==> config.mk <==
export PLATFORM = sky130hd
export DESIGN_NAME = incremental_pi_duty_controller
export DESIGN_NICKNAME = d
export VERILOG_FILES = /design/src/design/ipdc_pkg.sv /design/src/design/incremental_pi_duty_controller.sv
export SDC_FILE = /design/constraint.sdc
export NUM_CORES = 2
export LEC_CHECK = 0
export BUFFER_PORTS_ARGS = -buffer_cell sky130_fd_sc_hd__buf_2
export CAP_MARGIN = 10
export CORE_AREA = 5 5 282 284
export DETAILED_ROUTE_END_ITERATION = 10
export DIE_AREA = 0 0 287 289
export HOLD_SLACK_MARGIN = 0.05
export PLACE_DENSITY = 0.66
export SETUP_SLACK_MARGIN = 0.4
export SYNTH_ARGS = -nofsm -noshare
export SYNTH_HDL_FRONTEND = slang
export SYNTH_SLANG_ARGS = --single-unit
==> constraint.sdc <==
create_clock -name i_clk -period 12.8 [get_ports i_clk]
set_input_delay 1.92 -clock i_clk [delete_from_list [all_inputs] [get_ports i_clk]]
set_output_delay 1.92 -clock i_clk [all_outputs]
set_load 0.02 [all_outputs]
==> src/design/ipdc_pkg.sv <==
// Package for the incremental PI duty controller.
// Holds the state encoding, register indexes and arithmetic widths.
// No dependencies.
`default_nettype none

package ipdc_pkg;

    // field and register widths
    localparam int SAMPLE_W = 12;
    localparam int VREF_W   = 16;
    localparam int OFFS_W   = 12;
    localparam int GAIN_W   = 16;
    localparam int KGAIN_W  = 24;
    localparam int DUTY_W   = 25;
    localparam int PER_W    = 16;
    localparam int CMP_W    = 16;
    localparam int ERR_W    = 18;

    // streaming and register bus widths
    localparam int S_DATA_W = 16;
    localparam int M_DATA_W = 48;
    localparam int APB_W    = 32;
    localparam int ADDR_W   = 5;
    localparam int IDX_W    = 3;

    // shift-add multiplier: radix-16 digits, LSB digit first
    localparam int ACC_W    = 44;
    localparam int DIG_W    = 4;
    localparam int CNT_W    = 3;
    localparam int NDIG_V   = 4;   // 16-bit ADC gain
    localparam int NDIG_PI  = 6;   // 24-bit PI gains
    localparam int NDIG_C   = 4;   // 16-bit PWM period

    // right-shift amounts and the rounding constant of the Q.8 shifts
    localparam int FRAC_SH  = 8;
    localparam int DUTY_SH  = 24;
    localparam logic [ACC_W-1:0] ROUND_HALF = ACC_W'(128);

    // error saturation bounds (18-bit two's complement)
    localparam logic signed [ACC_W-1:0] ERR_HI = ACC_W'(131071);
    localparam logic signed [ACC_W-1:0] ERR_LO = -ACC_W'(131072);

    // register reset values
    localparam logic [VREF_W-1:0]  VREF_RST  = VREF_W'(12800);
    localparam logic [OFFS_W-1:0]  OFFS_RST  = OFFS_W'(432);
    localparam logic [GAIN_W-1:0]  GAIN_RST  = GAIN_W'(1853);
    localparam logic [KGAIN_W-1:0] KP_RST    = KGAIN_W'(294822);
    localparam logic [KGAIN_W-1:0] KI_RST    = KGAIN_W'(5536);
    localparam logic [DUTY_W-1:0]  DHI_RST   = DUTY_W'(15099494);
    localparam logic [DUTY_W-1:0]  DLO_RST   = DUTY_W'(838861);
    localparam logic [PER_W-1:0]   PER_RST   = PER_W'(1250);

    // register map, word index
    typedef enum logic [IDX_W-1:0] {
        REG_VREF  = 3'd0,
        REG_OFFS  = 3'd1,
        REG_GAIN  = 3'd2,
        REG_KP    = 3'd3,
        REG_KI    = 3'd4,
        REG_DHI   = 3'd5,
        REG_DLO   = 3'd6,
        REG_PER   = 3'd7
    } t_reg_idx;

    // sequencer states
    typedef enum logic [3:0] {
        ST_IDLE,
        ST_MUL_V,
        ST_ERR,
        ST_PREP,
        ST_MUL_PI,
        ST_DUTY,
        ST_CLAMP,
        ST_MUL_C,
        ST_DONE
    } t_state;

endpackage

`default_nettype wire

==> src/design/incremental_pi_duty_controller.sv <==
// Incremental (velocity-form) PI duty controller, top level.
// Radix-16 shift-add datapath with its sequencer; depends on ipdc_pkg.
//
//  channel  | dir | handshake                | payload
//  ---------+-----+--------------------------+-----------------------------------------
//  sample   | in  | s_tvalid / s_tready      | s_tdata: voltage_sample[11:0], zero pad
//  result   | out | m_tvalid / m_tready      | m_tdata: compare_value, duty_now,
//           |     |                          |   clamped_high, clamped_low, zero pad
//  config   | in  | psel/penable/pwrite, pready=1 | paddr, pwdata, prdata (8 words)
//
// One sample passes from accept to a loaded result through three multiplies on a
// single radix-16 shift-add unit, with the ERR, PREP, DUTY and CLAMP states between.
// The next sample is accepted in the cycle after the result is loaded.
// Reset is synchronous, active low: registers go to their defaults, stored duty
// and error to zero. A stalled result holds the sequencer in its final state.
`default_nettype none

module incremental_pi_duty_controller (
    input  wire                               i_clk,
    input  wire                               i_rst_n,
    // sample stream
    input  wire                               s_tvalid,
    output logic                              s_tready,
    input  wire  [ipdc_pkg::S_DATA_W-1:0]     s_tdata,   // [11:0] voltage_sample
    // result stream
    output logic                              m_tvalid,
    input  wire                               m_tready,
    output logic [ipdc_pkg::M_DATA_W-1:0]     m_tdata,   // [15:0] compare_value,
                                                         // [40:16] duty_now,
                                                         // [41] clamped_high,
                                                         // [42] clamped_low
    // register port
    input  wire                               psel,
    input  wire                               penable,
    input  wire                               pwrite,
    input  wire  [ipdc_pkg::ADDR_W-1:0]       paddr,
    input  wire  [ipdc_pkg::APB_W-1:0]        pwdata,
    output logic [ipdc_pkg::APB_W-1:0]        prdata,
    output logic                              pready
);

    localparam int ACC_W = ipdc_pkg::ACC_W;
    localparam int DIG_W = ipdc_pkg::DIG_W;

    // configuration registers
    logic [ipdc_pkg::VREF_W-1:0]  r_vref;
    logic [ipdc_pkg::OFFS_W-1:0]  r_offs;
    logic [ipdc_pkg::GAIN_W-1:0]  r_gain;
    logic [ipdc_pkg::KGAIN_W-1:0] r_kp;
    logic [ipdc_pkg::KGAIN_W-1:0] r_ki;
    logic [ipdc_pkg::DUTY_W-1:0]  r_dhi;
    logic [ipdc_pkg::DUTY_W-1:0]  r_dlo;
    logic [ipdc_pkg::PER_W-1:0]   r_per;

    // sequencer
    ipdc_pkg::t_state             r_state;
    ipdc_pkg::t_state             n_state;
    logic [ipdc_pkg::CNT_W-1:0]   r_cnt;

    // datapath
    logic [ACC_W-1:0]             r_acc;
    logic [ACC_W-1:0]             r_mc_a;
    logic [ACC_W-1:0]             r_mc_b;
    logic [ipdc_pkg::KGAIN_W-1:0] r_mp_a;
    logic [ipdc_pkg::KGAIN_W-1:0] r_mp_b;
    logic [ipdc_pkg::ERR_W-1:0]   r_err;
    logic [ipdc_pkg::ERR_W-1:0]   r_last_err;
    logic [ipdc_pkg::DUTY_W-1:0]  r_last_duty;
    logic [ipdc_pkg::DUTY_W-1:0]  r_duty;
    logic                         r_hi;
    logic                         r_lo;

    // output register
    logic                         r_m_valid;
    logic [ipdc_pkg::M_DATA_W-1:0] r_m_data;

    // control from the output decode
    logic                         w_accept;
    logic                         w_mul_step;
    logic                         w_load;
    logic                         w_last_dig;

    // combinational datapath terms
    logic [ACC_W-1:0]             w_pp_a;
    logic [ACC_W-1:0]             w_pp_b;
    logic [ACC_W-1:0]             w_rnd;
    logic [ACC_W-1:0]             w_err_full;
    logic [ipdc_pkg::ERR_W-1:0]   w_err_sat;
    logic [ipdc_pkg::DUTY_W-1:0]  w_cl_duty;
    logic                         w_cl_hi;
    logic                         w_cl_lo;
    logic [ipdc_pkg::CMP_W-1:0]   w_cmp;
    logic                         w_cfg_wr;
    ipdc_pkg::t_reg_idx           w_idx;

    // ---------------------------------------------------------------
    // register port
    assign pready   = 1'b1;
    assign w_idx    = ipdc_pkg::t_reg_idx'(paddr[ipdc_pkg::ADDR_W-1:2]);
    assign w_cfg_wr = psel && penable && pwrite && pready;

    always_ff @(posedge i_clk) begin
        if (!i_rst_n) begin
            r_vref <= ipdc_pkg::VREF_RST;
            r_offs <= ipdc_pkg::OFFS_RST;
            r_gain <= ipdc_pkg::GAIN_RST;
            r_kp   <= ipdc_pkg::KP_RST;
            r_ki   <= ipdc_pkg::KI_RST;
            r_dhi  <= ipdc_pkg::DHI_RST;
            r_dlo  <= ipdc_pkg::DLO_RST;
            r_per  <= ipdc_pkg::PER_RST;
        end else if (w_cfg_wr) begin
            unique case (w_idx)
                ipdc_pkg::REG_VREF: r_vref <= pwdata[ipdc_pkg::VREF_W-1:0];
                ipdc_pkg::REG_OFFS: r_offs <= pwdata[ipdc_pkg::OFFS_W-1:0];
                ipdc_pkg::REG_GAIN: r_gain <= pwdata[ipdc_pkg::GAIN_W-1:0];
                ipdc_pkg::REG_KP:   r_kp   <= pwdata[ipdc_pkg::KGAIN_W-1:0];
                ipdc_pkg::REG_KI:   r_ki   <= pwdata[ipdc_pkg::KGAIN_W-1:0];
                ipdc_pkg::REG_DHI:  r_dhi  <= pwdata[ipdc_pkg::DUTY_W-1:0];
                ipdc_pkg::REG_DLO:  r_dlo  <= pwdata[ipdc_pkg::DUTY_W-1:0];
                ipdc_pkg::REG_PER:  r_per  <= pwdata[ipdc_pkg::PER_W-1:0];
            endcase
        end
    end

    // read mux
    always_comb begin
        unique case (w_idx)
            ipdc_pkg::REG_VREF: prdata = ipdc_pkg::APB_W'(r_vref);
            ipdc_pkg::REG_OFFS: prdata = ipdc_pkg::APB_W'(r_offs);
            ipdc_pkg::REG_GAIN: prdata = ipdc_pkg::APB_W'(r_gain);
            ipdc_pkg::REG_KP:   prdata = ipdc_pkg::APB_W'(r_kp);
            ipdc_pkg::REG_KI:   prdata = ipdc_pkg::APB_W'(r_ki);
            ipdc_pkg::REG_DHI:  prdata = ipdc_pkg::APB_W'(r_dhi);
            ipdc_pkg::REG_DLO:  prdata = ipdc_pkg::APB_W'(r_dlo);
            ipdc_pkg::REG_PER:  prdata = ipdc_pkg::APB_W'(r_per);
        endcase
    end

    // ---------------------------------------------------------------
    // sequencer: next state
    always_comb begin
        n_state = r_state;
        unique case (r_state)
            ipdc_pkg::ST_IDLE:   if (s_tvalid) n_state = ipdc_pkg::ST_MUL_V;
            ipdc_pkg::ST_MUL_V:  if (w_last_dig) n_state = ipdc_pkg::ST_ERR;
            ipdc_pkg::ST_ERR:    n_state = ipdc_pkg::ST_PREP;
            ipdc_pkg::ST_PREP:   n_state = ipdc_pkg::ST_MUL_PI;
            ipdc_pkg::ST_MUL_PI: if (w_last_dig) n_state = ipdc_pkg::ST_DUTY;
            ipdc_pkg::ST_DUTY:   n_state = ipdc_pkg::ST_CLAMP;
            ipdc_pkg::ST_CLAMP:  n_state = ipdc_pkg::ST_MUL_C;
            ipdc_pkg::ST_MUL_C:  if (w_last_dig) n_state = ipdc_pkg::ST_DONE;
            ipdc_pkg::ST_DONE:   if (!r_m_valid || m_tready) n_state = ipdc_pkg::ST_IDLE;
            default:             n_state = ipdc_pkg::ST_IDLE;
        endcase
    end

    // sequencer: control outputs
    always_comb begin
        s_tready   = 1'b0;
        w_mul_step = 1'b0;
        w_load     = 1'b0;
        w_last_dig = 1'b0;
        unique case (r_state)
            ipdc_pkg::ST_IDLE:   s_tready = 1'b1;
            ipdc_pkg::ST_MUL_V: begin
                w_mul_step = 1'b1;
                w_last_dig = (r_cnt == ipdc_pkg::CNT_W'(ipdc_pkg::NDIG_V - 1));
            end
            ipdc_pkg::ST_MUL_PI: begin
                w_mul_step = 1'b1;
                w_last_dig = (r_cnt == ipdc_pkg::CNT_W'(ipdc_pkg::NDIG_PI - 1));
            end
            ipdc_pkg::ST_MUL_C: begin
                w_mul_step = 1'b1;
                w_last_dig = (r_cnt == ipdc_pkg::CNT_W'(ipdc_pkg::NDIG_C - 1));
            end
            ipdc_pkg::ST_DONE:   w_load = !r_m_valid || m_tready;
            default: ;
        endcase
    end

    assign w_accept = s_tvalid && s_tready;

    always_ff @(posedge i_clk) begin
        if (!i_rst_n) begin
            r_state <= ipdc_pkg::ST_IDLE;
            r_cnt   <= '0;
        end else begin
            r_state <= n_state;
            r_cnt   <= (w_mul_step && !w_last_dig) ? r_cnt + 1'b1 : '0;
        end
    end

    // ---------------------------------------------------------------
    // datapath terms
    // digit partial products, two's complement modulo the accumulator width
    assign w_pp_a = r_mc_a * ACC_W'(r_mp_a[DIG_W-1:0]);
    assign w_pp_b = r_mc_b * ACC_W'(r_mp_b[DIG_W-1:0]);

    // round to nearest, ties up, then drop 8 fraction bits
    assign w_rnd = ACC_W'($signed(r_acc + ipdc_pkg::ROUND_HALF) >>> ipdc_pkg::FRAC_SH);

    // error against reference, saturated to 18 bits
    assign w_err_full = ACC_W'(r_vref) - w_rnd;
    always_comb begin
        priority if ($signed(w_err_full) > ipdc_pkg::ERR_HI)
            w_err_sat = ipdc_pkg::ERR_HI[ipdc_pkg::ERR_W-1:0];
        else if ($signed(w_err_full) < ipdc_pkg::ERR_LO)
            w_err_sat = ipdc_pkg::ERR_LO[ipdc_pkg::ERR_W-1:0];
        else
            w_err_sat = w_err_full[ipdc_pkg::ERR_W-1:0];
    end

    // clamp of the raw duty held in the accumulator; lower limit wins
    always_comb begin
        w_cl_duty = r_acc[ipdc_pkg::DUTY_W-1:0];
        w_cl_hi   = 1'b0;
        w_cl_lo   = 1'b0;
        if ($signed(r_acc) > $signed(ACC_W'(r_dhi))) begin
            w_cl_duty = r_dhi;
            w_cl_hi   = 1'b1;
        end
        // lower check applies to the duty after the upper limit
        if (w_cl_hi ? (r_dhi < r_dlo) : ($signed(r_acc) < $signed(ACC_W'(r_dlo)))) begin
            w_cl_duty = r_dlo;
            w_cl_lo   = 1'b1;
            w_cl_hi   = 1'b0;
        end
    end

    // compare count, saturated to 16 bits
    assign w_cmp = (|r_acc[ACC_W-1:ipdc_pkg::DUTY_SH+ipdc_pkg::CMP_W]) ? '1 :
                   r_acc[ipdc_pkg::DUTY_SH+ipdc_pkg::CMP_W-1:ipdc_pkg::DUTY_SH];

    // datapath registers
    always_ff @(posedge i_clk) begin
        unique case (r_state)
            ipdc_pkg::ST_IDLE: begin
                // volts product: (sample - offset) * gain
                r_mc_a <= ACC_W'(s_tdata[ipdc_pkg::SAMPLE_W-1:0]) - ACC_W'(r_offs);
                r_mc_b <= '0;
                r_mp_a <= ipdc_pkg::KGAIN_W'(r_gain);
                r_mp_b <= '0;
                r_acc  <= '0;
            end
            ipdc_pkg::ST_MUL_V, ipdc_pkg::ST_MUL_PI, ipdc_pkg::ST_MUL_C: begin
                r_acc  <= r_acc + w_pp_a + w_pp_b;
                r_mc_a <= r_mc_a << DIG_W;
                r_mc_b <= r_mc_b << DIG_W;
                r_mp_a <= r_mp_a >> DIG_W;
                r_mp_b <= r_mp_b >> DIG_W;
            end
            ipdc_pkg::ST_ERR: begin
                r_err <= w_err_sat;
            end
            ipdc_pkg::ST_PREP: begin
                // kp * (err - last_err) + ki * err
                r_mc_a <= ACC_W'($signed(r_err)) - ACC_W'($signed(r_last_err));
                r_mc_b <= ACC_W'($signed(r_err));
                r_mp_a <= r_kp;
                r_mp_b <= r_ki;
                r_acc  <= '0;
            end
            ipdc_pkg::ST_DUTY: begin
                r_acc <= ACC_W'(r_last_duty) + w_rnd;
            end
            ipdc_pkg::ST_CLAMP: begin
                r_duty <= w_cl_duty;
                r_hi   <= w_cl_hi;
                r_lo   <= w_cl_lo;
                r_mc_a <= ACC_W'(w_cl_duty);
                r_mc_b <= '0;
                r_mp_a <= ipdc_pkg::KGAIN_W'(r_per);
                r_mp_b <= '0;
                r_acc  <= '0;
            end
            ipdc_pkg::ST_DONE: ;
            default: ;
        endcase
    end

    // loop state, updated each time a result is loaded into the output register
    always_ff @(posedge i_clk) begin
        if (!i_rst_n) begin
            r_last_duty <= '0;
            r_last_err  <= '0;
        end else if (w_load) begin
            r_last_duty <= r_duty;
            r_last_err  <= r_err;
        end
    end

    // ---------------------------------------------------------------
    // output register
    always_ff @(posedge i_clk) begin
        if (!i_rst_n) begin
            r_m_valid <= 1'b0;
        end else if (w_load) begin
            r_m_valid <= 1'b1;
        end else if (m_tready) begin
            r_m_valid <= 1'b0;
        end
    end

    always_ff @(posedge i_clk) begin
        if (w_load) begin
            r_m_data <= ipdc_pkg::M_DATA_W'({r_lo, r_hi, r_duty, w_cmp});
        end
    end

    assign m_tvalid = r_m_valid;
    assign m_tdata  = r_m_data;

    // ---------------------------------------------------------------
    // assertions
    a_accept_starts: assert property (@(posedge i_clk) disable iff (!i_rst_n)
        w_accept |=> r_state == ipdc_pkg::ST_MUL_V)
        else $error("accepted sample did not start the volts multiply");

    a_done_holds: assert property (@(posedge i_clk) disable iff (!i_rst_n)
        (r_state == ipdc_pkg::ST_DONE && r_m_valid && !m_tready)
        |=> r_state == ipdc_pkg::ST_DONE)
        else $error("result dropped while output beat was stalled");

    a_flags_excl: assert property (@(posedge i_clk) disable iff (!i_rst_n)
        r_m_valid |-> !(r_m_data[ipdc_pkg::CMP_W+ipdc_pkg::DUTY_W] &&
                        r_m_data[ipdc_pkg::CMP_W+ipdc_pkg::DUTY_W+1]))
        else $error("both clamp flags set");

    a_cnt_range: assert property (@(posedge i_clk) disable iff (!i_rst_n)
        r_cnt <= ipdc_pkg::CNT_W'(ipdc_pkg::NDIG_PI - 1))
        else $error("digit counter out of range");

    a_idle_cnt: assert property (@(posedge i_clk) disable iff (!i_rst_n)
        !w_mul_step |-> ##1 r_cnt == '0)
        else $error("digit counter not cleared outside a multiply");

endmodule

`default_nettype wire

==> impl_metrics.ini <==
[status]
outcome = finished clean

[detailed_routing]
vias_per_cell = 5.76
drc = 0
dr.first_iter.drc_count = 2820
drt-total-wl_mm = 114
vias = 30100
drtPass1Iterations = 6
ant_nets = 0
wl_per_cell_um = 21.9

[yosys]
ys.flop_type = edfxtp_1
synth_warnings = 0
synth_common_cells = nand2_1 (694), inv_1 (478), fa_1 (289), edfxtp_1 (268), and2_1 (254)
synth.distinct_cells = 95
syn_inst = 4127
synth-seq-cells = 477
synth.top_cell.area_share_pct = 21.3
synth_area_leaders = edfxtp_1 (21%), fa_1 (15%), dfxtp_1 (11%)
syn_area_mm2 = 0.0378
synth_edf_count = 268
avgSynthCellArea_um2 = 9.17
synthMostInstantiatedCell = nand2_1
yosysTopAreaCell = edfxtp_1
ys_seq_area_share_pct = 32.3
synthArstFlopShare_pct = 0

[finish]
seqCellArea_mm2 = 0.0122
drive_gt1_share_pct = 7.94
diodes = 0
multi_input_area_mm2 = 0.0231
nNetsFinal = 4692
area_growth_pct = 9.11
num-fill-cells = 7146

[clock_tree]
clock_latency_ps = 650
cts_tree = built
clock-root-buffer = clkbuf_16
clkSinkCount = 477
cts_max_path_buffers = 3
numCtsBuffers = 55
clk_pin_slew_ps = 60
htreeDepth = 2
post_cts_buffers = 0
cts_resized = 0
cts_hold_buf = 0

[global_route]
grtUsageMet1_pct = 37.5
grt_use_total_pct = 27.4
grt_max_degree = 134
grt_pass1_vias = 29800
grt.met2_usage_pct = 45.0
grt_busiest_layer = met2
antenna_found_initial = 5
grt_pass1_wl_mm = 177
grtUsageMet3_pct = 3.33
grt_overflow_total = 0

[die]
ios = 143
die_area_mm2 = 0.0829
die_h_um = 289
dieWidth_um = 287
start_util_pct = 49.3
rows = 102
core_mm2 = 0.0768

[place]
io_buffers = 116
place_congestion = 0.919
dpl.hpwl_mm = 85.3

[hold_path]
hold_class = reg -> reg

[critical_path]
crit_required_ps = 13130
cp_num_buf_inv = 4
timing.critical_path.to = r_acc[37]
reg2reg_slack_ps = 6070
critPathSlowestCell = a211oi_1
crit_cells = 21
crit_path_end_kind = flip-flop
rr_startpoint = r_mp_a[3]
crit_chain = buf_4 > nand2_1 > fa_1 > fa_1 > inv_1 > fa_1 > inv_1 > fa_1 > inv_1 > ha_1 > a21oi_1 > o22ai_1 > o21ai_0 > a211oi_1 > o21ai_0 > o21ai_0 > a31oi_1 > nand3_1 > a31oi_1 > xor2_1 > o21ai_0
rr_worst_depth = 21
path_delay_family = compound AO/OA/AOI/OAI gates
critPathLaunch = r_mp_a[3]
cp-start-kind = flip-flop
r2r-end = r_acc[37]
crit_arrival_ps = 7060
cp_max_fo = 41
critPathMaxStageDelay_ps = 660
crit_type = reg -> reg

[sta]
tns_ps = 0
tightest_slew_ps = 1300
max-slew-margin-rel_pct = 12.5
max_freq_mhz = 149
setup_viol_count_final = 0
rsz0062_at_grt = no
hold_violations = 0
finClkSkew_ps = 62.8
slew_violations = 0
period_share_pct = 52.6
min_period_ps = 6730

[run]
drv_cap = 0
-- layout by cell type, fill, tap and decap left out, types with 27 or more instances in the layout --
cell type and instances:
a21boi_0 145, a21o_1 100, a21oi_1 135, a22o_1 52
and2_1 254, buf_2 115, buf_4 46, clkbuf_16 58
dfxtp_1 209, edfxtp_1 268, fa_1 289, ha_1 197
inv_1 478, mux2i_1 45, nand2_1 691, nand2b_1 38
nand3_1 92, nand4_1 27, nor2_1 142, nor2b_1 30
nor3_1 46, o211ai_1 38, o21ai_0 108, o22ai_1 29
xnor2_1 102, xor2_1 62
-- sequential cells by signal, summed over array words and instances (netlist names) --
| register | flops |
|---|---|
| m_tdata | 43 |
| m_tvalid | 1 |
| r_acc | 44 |
| r_cnt | 3 |
| r_dhi | 25 |
| r_dlo | 25 |
| r_duty | 25 |
| r_err | 18 |
| r_gain | 16 |
| r_hi | 1 |
| r_ki | 24 |
| r_kp | 24 |
| r_last_duty | 25 |
| r_last_err | 18 |
| r_lo | 1 |
| r_mc_a | 44 |
| r_mc_b | 44 |
| r_mp_a | 24 |
| r_mp_b | 24 |
| r_offs | 12 |
| r_per | 16 |
| r_state | 4 |
| r_vref | 16 |
-- how the worst min path moves through the flow --
stage | from | to | slack, ps | cells past startpoint
6_report | r_lo | m_tdata[42] | 420 | 0
5_1_grt | r_lo | m_tdata[42] | 440 | 0
4_1_cts | r_lo | m_tdata[42] | 420 | 0
3_5_place_dp | r_lo | m_tdata[42] | 410 | 0
3_3_place_gp | r_hi | m_tdata[41] | 410 | 0
2_1_floorplan | r_hi | m_tdata[41] | 400 | 0
-- cell type report --
class	count	area share, %
Multi-Input combinational cell	2969	55.8
Timing Repair Buffer	162	2.26
Clock inverter	32	0.963
Tap cell	1040	3.15
Inverter	481	4.38
Sequential cell	477	29.6
Clock buffer	72	3.79
-- per-layer routing --
metal	wire, um	vias up
met5	7	-
met4	5090	2
met3	7720	236
met2	53200	1158
met1	48400	14800
li1	-	13900
-- cell families (layout without fill, tap and decap cells) --
| family | after synthesis | in the layout | share of synthesized area [%] |
|---|---|---|---|
| AOI/OAI and AO/OA | 821 | 821 | 15.3 |
| xor gates and xnor gates | 167 | 167 | 3.95 |
| adders and majority gates | 486 | 486 | 21.8 |
| buffers and inverters | 692 | 747 | 7.10 |
| DFF | 477 | 477 | 32.3 |
| muxes | 52 | 52 | 1.49 |
| other | 2 | 13 | 0.0198 |
| and+or+nand+nor | 1430 | 1430 | 18.1 |
-- worst reg2reg max path, delay by kind of cell (launching register included) --
kind                     cells  cell delay (ps)
flip-flops                   1              320
buffers and inverters        4              590
AO/OA/AOI/OAI                9             2510
XOR/XNOR                     1              170
adder cells (fa/ha/maj)      5             2480
AND/OR/NAND/NOR              2              350
-- through the flow --
stage               worst slack (ps)  utilization (%)  cell area (um2)  std cells  hold WS, ps
CTS                             6100             53.8            41300       5233          423
floorplan                       7100                -            37900       4138          400
finish                          6070             53.8            41300       5233          419
global placement                6240             51.2            39300       5129          406
detailed placement              6210             51.2            39300       5129          412
global route                    5720             53.8            41300       5233          443
Power is not shown: default switching activity piles up to over one toggle a cycle in this logic, so the estimate is an artifact.
